### src/sv/prt_pkg.sv
`timescale 1ns / 1ps
// ----------------------------------------------------------------------------
// prt_pkg
// Constants, types and the arctangent table of the ray/segment hit test.
// ----------------------------------------------------------------------------
package prt_pkg;

  localparam int ANGLE_BITS    = 16;
  localparam int COORD_BITS    = 16;
  localparam int CORDIC_STAGES = 16;
  localparam int DW            = 36;   // CORDIC datapath width
  localparam int ZW            = 32;   // internal angle width
  localparam int SHW           = 5;    // shift amount width

  localparam logic [29:0]   KQ30      = 30'd652032874;
  localparam logic [ZW-1:0] HALF_TURN = 32'h8000_0000;

  typedef struct packed {
    logic                  cmd;
    logic [ANGLE_BITS-1:0] head;
    logic signed [COORD_BITS-1:0] lx;
    logic signed [COORD_BITS-1:0] ly;
    logic signed [DW-1:0]  rx;
    logic signed [DW-1:0]  ry;
    logic [ZW-1:0]         rz;
    logic signed [DW-1:0]  ax;
    logic signed [DW-1:0]  ay;
    logic [ZW-1:0]         az;
    logic                  a_zero;
    logic signed [DW-1:0]  bx;
    logic signed [DW-1:0]  by;
    logic [ZW-1:0]         bz;
    logic                  b_zero;
  } prt_work_t;

  function automatic logic [ZW-1:0] atan_lut(input logic [SHW-1:0] k);
    logic [ZW-1:0] v;
    case (k)
      5'd0:  v = 32'h20000000;  5'd1:  v = 32'h12E4051D;
      5'd2:  v = 32'h09FB385B;  5'd3:  v = 32'h051111D4;
      5'd4:  v = 32'h028B0D43;  5'd5:  v = 32'h0145D7E1;
      5'd6:  v = 32'h00A2F61E;  5'd7:  v = 32'h00517C55;
      5'd8:  v = 32'h0028BE53;  5'd9:  v = 32'h00145F2E;
      5'd10: v = 32'h000A2F98;  5'd11: v = 32'h000517CC;
      5'd12: v = 32'h00028BE6;  5'd13: v = 32'h000145F3;
      5'd14: v = 32'h0000A2F9;  5'd15: v = 32'h0000517C;
      5'd16: v = 32'h000028BE;  5'd17: v = 32'h0000145F;
      5'd18: v = 32'h00000A2F;  5'd19: v = 32'h00000517;
      5'd20: v = 32'h0000028B;  5'd21: v = 32'h00000145;
      5'd22: v = 32'h000000A2;  5'd23: v = 32'h00000051;
      5'd24: v = 32'h00000028;  5'd25: v = 32'h00000014;
      5'd26: v = 32'h0000000A;  5'd27: v = 32'h00000005;
      5'd28: v = 32'h00000002;  5'd29: v = 32'h00000001;
      default: v = '0;
    endcase
    return v;
  endfunction

endpackage

### src/sv/prt_cell.sv
`timescale 1ns / 1ps
// ----------------------------------------------------------------------------
// prt_cell
// One CORDIC iteration: a rotation step for the ray and vectoring steps
// for both segment endpoints, registered.
// ----------------------------------------------------------------------------
module prt_cell (
  input  logic                clk_i,
  input  logic                rst_ni,
  input  logic                en_i,
  input  logic [prt_pkg::SHW-1:0] shift_i,
  input  logic                valid_i,
  input  prt_pkg::prt_work_t  data_i,
  output logic                valid_o,
  output prt_pkg::prt_work_t  data_o
);
  import prt_pkg::*;

  logic          valid_q;
  prt_work_t     data_q, data_d;
  logic [ZW-1:0] atan;

  assign atan = atan_lut(shift_i);

  always_comb begin
    data_d = data_i;
    // Ray rotation, counterclockwise while the remaining angle is >= 0.
    if (!data_i.rz[ZW-1]) begin
      data_d.rx = data_i.rx - (data_i.ry >>> shift_i);
      data_d.ry = data_i.ry + (data_i.rx >>> shift_i);
      data_d.rz = data_i.rz - atan;
    end else begin
      data_d.rx = data_i.rx + (data_i.ry >>> shift_i);
      data_d.ry = data_i.ry - (data_i.rx >>> shift_i);
      data_d.rz = data_i.rz + atan;
    end
    // Endpoint vectoring drives y toward zero.
    if (!data_i.ay[DW-1]) begin
      data_d.ax = data_i.ax + (data_i.ay >>> shift_i);
      data_d.ay = data_i.ay - (data_i.ax >>> shift_i);
      data_d.az = data_i.az + atan;
    end else begin
      data_d.ax = data_i.ax - (data_i.ay >>> shift_i);
      data_d.ay = data_i.ay + (data_i.ax >>> shift_i);
      data_d.az = data_i.az - atan;
    end
    if (!data_i.by[DW-1]) begin
      data_d.bx = data_i.bx + (data_i.by >>> shift_i);
      data_d.by = data_i.by - (data_i.bx >>> shift_i);
      data_d.bz = data_i.bz + atan;
    end else begin
      data_d.bx = data_i.bx - (data_i.by >>> shift_i);
      data_d.by = data_i.by + (data_i.bx >>> shift_i);
      data_d.bz = data_i.bz - atan;
    end
  end

  always_ff @(posedge clk_i or negedge rst_ni) begin
    if (!rst_ni) begin
      valid_q <= 1'b0;
    end else if (en_i) begin
      valid_q <= valid_i;
    end
  end

  always_ff @(posedge clk_i) begin
    if (en_i) begin
      data_q <= data_d;
    end
  end

  assign valid_o = valid_q;
  assign data_o  = data_q;

endmodule

### config.mk
export PLATFORM = sky130hd
export DESIGN_NAME = prt_cell
export DESIGN_NICKNAME = d
export VERILOG_FILES = /design/src/sv/prt_pkg.sv /design/src/sv/prt_cell.sv
export SDC_FILE = /design/constraint.sdc
export NUM_CORES = 2
export LEC_CHECK = 0
export ABC_AREA = 1
export BUFFER_PORTS_ARGS = -buffer_cell sky130_fd_sc_hd__buf_2
export CORE_ASPECT_RATIO = 0.6
export CORE_MARGIN = 3
export CORE_UTILIZATION = 50
export DETAILED_ROUTE_END_ITERATION = 6
export PLACE_DENSITY = 0.72
export SETUP_SLACK_MARGIN = 0.02
export SLEW_MARGIN = 5
export SYNTH_ARGS = -nofsm -noshare
export SYNTH_HDL_FRONTEND = slang
export SYNTH_SLANG_ARGS = --single-unit
### constraint.sdc
create_clock -name clk_i -period 0.85 [get_ports clk_i]
set_input_delay 0.1275 -clock clk_i [delete_from_list [all_inputs] [get_ports clk_i]]
set_output_delay 0.1275 -clock clk_i [all_outputs]
set_load 0.02 [all_outputs]
==> summary.md, run 1 <==
| Metric | Value |
|---|---|
| Pin count of the biggest net entering global routing | `107` |
| Count of cell types in the netlist | `56` |
| GRT overflow | `37` |
| Num Clock Sinks | `364` |
| FFs w/ async S/R, synth | `0.2747%` |
| Site Rows | `86` |
| Post-synth top area cell | `edfxtp_1` |
| Detailed Place HPWL | `207.6 mm` |
| GR Util All Layers | `63.44%` |
| Share of the yosys chip area belonging to registers | `22.98%` |
| CTS root buffer | `clkbuf_16` |
| Fail Step | `global routing (5_1_grt)` |
| Yosys warnings | `0` |
| Tool Error | `[ERROR GRT-0232] Routing congestion too high. Check the congestion heatmap in the GUI.` |
| Post-synth EDFFs | `363` |
| #FFs+latches synth | `364` |
| WEP type | `register data pin` |
| IO Count | `736` |
| Deepest clock path buffer count | `3` |
| Num CTS Buffers | `38` |
| Pre-CTS setup slack | `-4.105 ns` |
| Port bufs | `735` |
| Max H-tree Level | `2` |
| Status | `stopped before the end` |
| Initial core utilization | `51.14%` |
| Area contributors post-synth | `edfxtp_1 23%, nand2_1 19%, nand3_1 12%` |
| GR repair worst EP | `data_o[101]$_DFFE_PP_/D` |
| Die width | `404.1 µm` |
| Post-synth top area share | `22.93%` |
| Cell Area, Synth | `47540 µm²` |
| Gpl congestion | `1.163` |
| Post-synthesis cell count | `7558` |
| Syn_nets | `8258` |
| Die Ht | `244.9 µm` |
| Avg Cell Area, Syn | `6.290 µm²` |
| Ys flop type | `edfxtp_1` |
[through the flow]
step	cell area (µm²)	instances	TNS (ns)	util [%]	hold WS [ns]
2_1_floorplan	48240	7558	-744.70	-	-0.1681
4_1_cts	74400	11720	-927.68	80.03	-0.1666
3_3_place_gp	69710	11540	-1037.29	74.98	-0.09814
3_5_place_dp	69710	11540	-1080.39	74.98	-0.09029
[logic make-up after synthesis]
group                      share of synthesized area [%]
AOI/OAI and AO/OA                                  12.65
DFF                                                22.98
muxes                                            0.02368
and+or+nand+nor                                    39.10
buffers and inverters                              8.753
adders and majority gates                          8.774
xor gates and xnor gates                           7.719
[repair_timing]
action,4_1_cts
cloned,13
hold buffers,55
endpoints found under the hold margin,60
setup buffers,50
gates resized for setup,553
pin swaps,150
endpoints found under the setup margin,676
[cell usage after synthesis (all sizes together) (4+ instances only)]
master	number
o21bai	22
nor2	568
o22ai	5
o21ai	400
nand4	46
o21a	29
nor4	18
nand3	1189
a31oi	67
nand2	2462
edfxtp	363
and2	5
buf	201
a21o	29
a21boi	18
nand3b	16
o31ai	10
inv	719
xnor2	132
xor2	287
a21oi	430
clkinv	6
fa	9
nor3	56
clkbuf	68
ha	319
or2	8
o2111ai	12
a211oi	4
o221ai	11
o211ai	36
[layer usage]
layer	global-route usage [%]	overflow
met3	46.30	4
met2	77.76	15
met5	17.74	0
met1	72.92	0
met4	46.13	18
==> inputs of run 2 (changes only) <==
--- a/config.mk
+++ b/config.mk
@@ -7,12 +7,10 @@
 export LEC_CHECK = 0
 export ABC_AREA = 1
 export BUFFER_PORTS_ARGS = -buffer_cell sky130_fd_sc_hd__buf_2
-export CORE_ASPECT_RATIO = 0.6
 export CORE_MARGIN = 3
-export CORE_UTILIZATION = 50
+export CORE_UTILIZATION = 35
 export DETAILED_ROUTE_END_ITERATION = 6
-export PLACE_DENSITY = 0.72
-export SETUP_SLACK_MARGIN = 0.02
+export PLACE_DENSITY_LB_ADDON = 0.15
 export SLEW_MARGIN = 5
 export SYNTH_ARGS = -nofsm -noshare
 export SYNTH_HDL_FRONTEND = slang
==> summary.md, run 2 <==
| Metric | Value |
|---|---|
| Status | `finished, violations left` |
| Failing checks | `hold timing, setup timing` |
| DRC Markers | `0` |
| CTS root buffer | `clkbuf_16` |
| Flop-to-flop setup slack | `0.09 ns` |
| Hold_ws | `-0.1933 ns` |
| Die Ht | `374.6 µm (+53%)` |
| FF-to-FF Start | `valid_o$_DFFE_PN0P_` |
| Max H-tree Level | `2 (unchanged)` |
| Avg Cell Area, Syn | `6.290 µm² (unchanged)` |
| Worst Path Class, Setup | `in2reg` |
| Commonest non-fill, non-tap cell in the layout | `buf_4` |
| Site Rows | `134 (+56%)` |
| Syn_nets | `8258 (unchanged)` |
| Fmax achieved | `251.7 MHz` |
| Met1 WL | `104.5 mm` |
| CP required | `1.23 ns` |
| Layout net count | `11400` |
| Area grow syn2layout | `73.94%` |
| GRT overflow | `0` |
| Synth cell count leaders | `2430 x nand2_1, 1184 x nand3_1, 673 x inv_1` |
| Setup Skew | `0 ns` |
| Detailed Place HPWL | `201.7 mm (-2.8%)` |
| Die area | `140300 µm²` |
| Fin crit period | `3.973 ns` |
| Final worst path period share | `467.4%` |
| Ys flop type | `edfxtp_1` |
| Count of cell types in the netlist | `56 (unchanged)` |
| Fillers | `12550` |
| FFs w/ async S/R, synth | `0.2747% (unchanged)` |
| Max VDD drop | `0.001644 V` |
| Area contributors post-synth | `edfxtp_1 23%, nand2_1 19%, nand3_1 12%` |
| #FFs+latches synth | `364 (unchanged)` |
| Slew headroom | `44.85%` |
| Post-synth top area cell | `edfxtp_1` |
| Most frequent cell after synthesis | `nand2_1` |
| Post-synthesis cell count | `7558 (unchanged)` |
| CP dominant cell by count | `nand3_1` |
| Reg2Reg Capture Point | `valid_o$_DFFE_PN0P_` |
| Antenna violations before repair | `24` |
| DRT antenna net count | `0` |
| Total chip power | `133600 µW` |
| Unrepaired setup endpoints after global routing | `true` |
| Reg clk slew, reported paths | `0.06 ns` |
| Initial detailed-routing violation count | `5288` |
| Port bufs | `735 (unchanged)` |
| Vias | `65210` |
| CP max stage cell | `ha_4` |
| First-pass GRT wire length | `362.2 mm` |
| Count of hold-fix buffers inserted at cts | `57 (+3.6%)` |
| Layout cell share with drive strength beyond 1 | `46.70%` |
| Die width | `374.6 µm (-7.3%)` |
| Num CTS Buffers | `44 (+16%)` |
| GR Util All Layers | `33.01%` |
| Max layer used | `met5` |
| Hold wc startpoint | `data_i[210]` |
| DRT Pass-1 Iters | `7` |
| Min-Delay Endpoint | `data_o[210]$_DFFE_PP_` |
| Post-Route WL | `249.2 mm` |
| Slew Viols, Final | `0` |
| Setup crit end kind | `register` |
| Deepest clock path buffer count | `3 (unchanged)` |
| HP Class | `in2reg` |
| R2R depth | `1` |
| Initial core utilization | `35.44% (-16 points)` |
| Main combinational cell family by area after synthesis | `simple AND/OR/NAND/NOR gates` |
| Max_cap viols | `0` |
| Post-synth EDFFs | `363 (unchanged)` |
| CP max stage delay | `0.28 ns` |
| Final Setup Violations | `682` |
| Num Clock Sinks | `364 (unchanged)` |
| Final Hold Fails | `8` |
| Post-route non-filler standard cell count | `12520` |
| WL met2 | `116.5 mm` |
| Synth Area in XOR/XNOR | `7.719% (unchanged)` |
| CTS tree | `done` |
| Pin count of the biggest net entering global routing | `70` |
| Hold path depth | `2` |
| Largest delay share family, worst path | `simple AND/OR/NAND/NOR gates` |
| Cell Area, Synth | `47540 µm² (unchanged)` |
| Total negative slack | `-946.28 ns` |
| IO Count | `736 (unchanged)` |
| Gpl congestion | `1.012 (-13%)` |
| Area share of fa/ha/maj cells after synthesis | `8.774% (unchanged)` |
| Yosys warnings | `0 (unchanged)` |
| Compound-gate portion of the synthesized area | `12.65% (unchanged)` |
| Clk_lat worst skew | `0.63 ns` |
| Share of the yosys chip area belonging to registers | `22.98% (unchanged)` |
| Post-Synth Simple-Gate Area | `39.10% (unchanged)` |
| Static Leak | `0.04142 µW` |
| Max FFs per register | `363` |
| WL met3 | `17.08 mm` |
| Crit-path max FO | `6` |
| Final worst setup slack | `-3.123 ns` |
| Wirelength per Cell | `19.90 µm` |
| Buf/Inv on CP | `8` |
| Core box area | `134100 µm²` |
| CP arrival | `4.35 ns` |
| Post-synth top area share | `22.93% (unchanged)` |
| Post-synthesis mux area share | `0.02369% (unchanged)` |
| Vias in the first global route | `62190` |
| PwrDens | `1615 nW/µm²` |
| Via-to-Cell Ratio | `5.208` |
| Most frequent cells in the layout | `2446 x buf_4, 2095 x nand2_1, 884 x nand3_1, 729 x buf_2, 607 x inv_1` |
| Setup crit start kind | `input pin` |
| Slew @ Worst Pin | `0.8272 ns` |
| Cells after DPL | `12140 (+5.2%)` |
## run 2: cell counts after synthesis
Identical to the previous run, type by type.
## run 2: how the worst max path moves through the flow
stage | slack (ns) | to | cells after the start | start
global route | -3.31 | data_o[209]$_DFFE_PP_ | 33 | shift_i[0]
detailed placement | -4.36 | data_o[91]$_DFFE_PP_ | 28 | shift_i[1]
global placement | -4.37 | data_o[91]$_DFFE_PP_ | 28 | shift_i[1]
floorplan | -3.12 | data_o[137]$_DFFE_PP_ | 33 | shift_i[0]
CTS | -3.02 | data_o[62]$_DFFE_PP_ | 34 | shift_i[0]
finish | -3.12 | data_o[209]$_DFFE_PP_ | 31 | shift_i[0]
## run 2: power by group
| part | internal [µW] | switching, µW |
|---|---|---|
| clock | 10800 | 8060 |
| sequential | 25900 | 1310 |
| combinational | 39700 | 47800 |
| total | 76400 | 57200 |
## run 2: per-stage QoR
stage / setup slack, ns / hold slack, ns / utilization (%) / area (µm²)
after floorplan: -3.119 / -0.1681 / - / 48240
after global placement: -4.373 / -0.09804 / 52.77 / 70790
after detailed placement: -4.356 / -0.09132 / 52.77 / 70790
after CTS: -3.020 / -0.2279 / 57.51 / 77140
after global routing: -3.315 / -0.2026 / 61.64 / 82680
final: -3.123 / -0.1933 / 61.65 / 82690
## run 2: what timing repair did
action / 4_1_cts / 5_1_grt
pin swaps: 233 / 408
gates resized for setup: 787 / 1073
cloned: 5 / 8
buffers inserted: 127 / 96
hold endpoints to repair: 72 / 7
endpoints found under the setup margin: 676 / 682
## run 2: routing by layer
layer	track usage [%]	vias up
met2	55.88	2514
met5	0	-
met3	4.171	508
li1	-	31600
met1	42.77	30580
met4	12.58	8
## run 2: cell families (layout without fill, tap and decap cells)
kind of cell             after synthesis  count (layout)
other                                  0              16
adder cells (fa/ha/maj)              328             328
buffers and inverters                994            4173
flip-flops                           364             364
XOR/XNOR                             419             419
AO/OA/AOI/OAI                       1077            1077
multiplexers                           1               1
AND/OR/NAND/NOR                     4375            4375
## run 2: final cells by class
class / instances / area [µm²] / area share, %
Sequential cell: 364 / 10930 / 13.21
Timing Repair Buffer: 3368 / 24850 / 30.06
Tap cell: 1768 / 2212 / 2.675
Clock buffer: 54 / 1181 / 1.428
Timing Repair inverter: 1 / 8.758 / 0.01059
Antenna cell: 16 / 40.04 / 0.04842
Multi-Input combinational cell: 6200 / 40480 / 48.95
Clock inverter: 25 / 227.7 / 0.2754
Inverter: 725 / 2766 / 3.345
(Power assumes the default switching activity.)
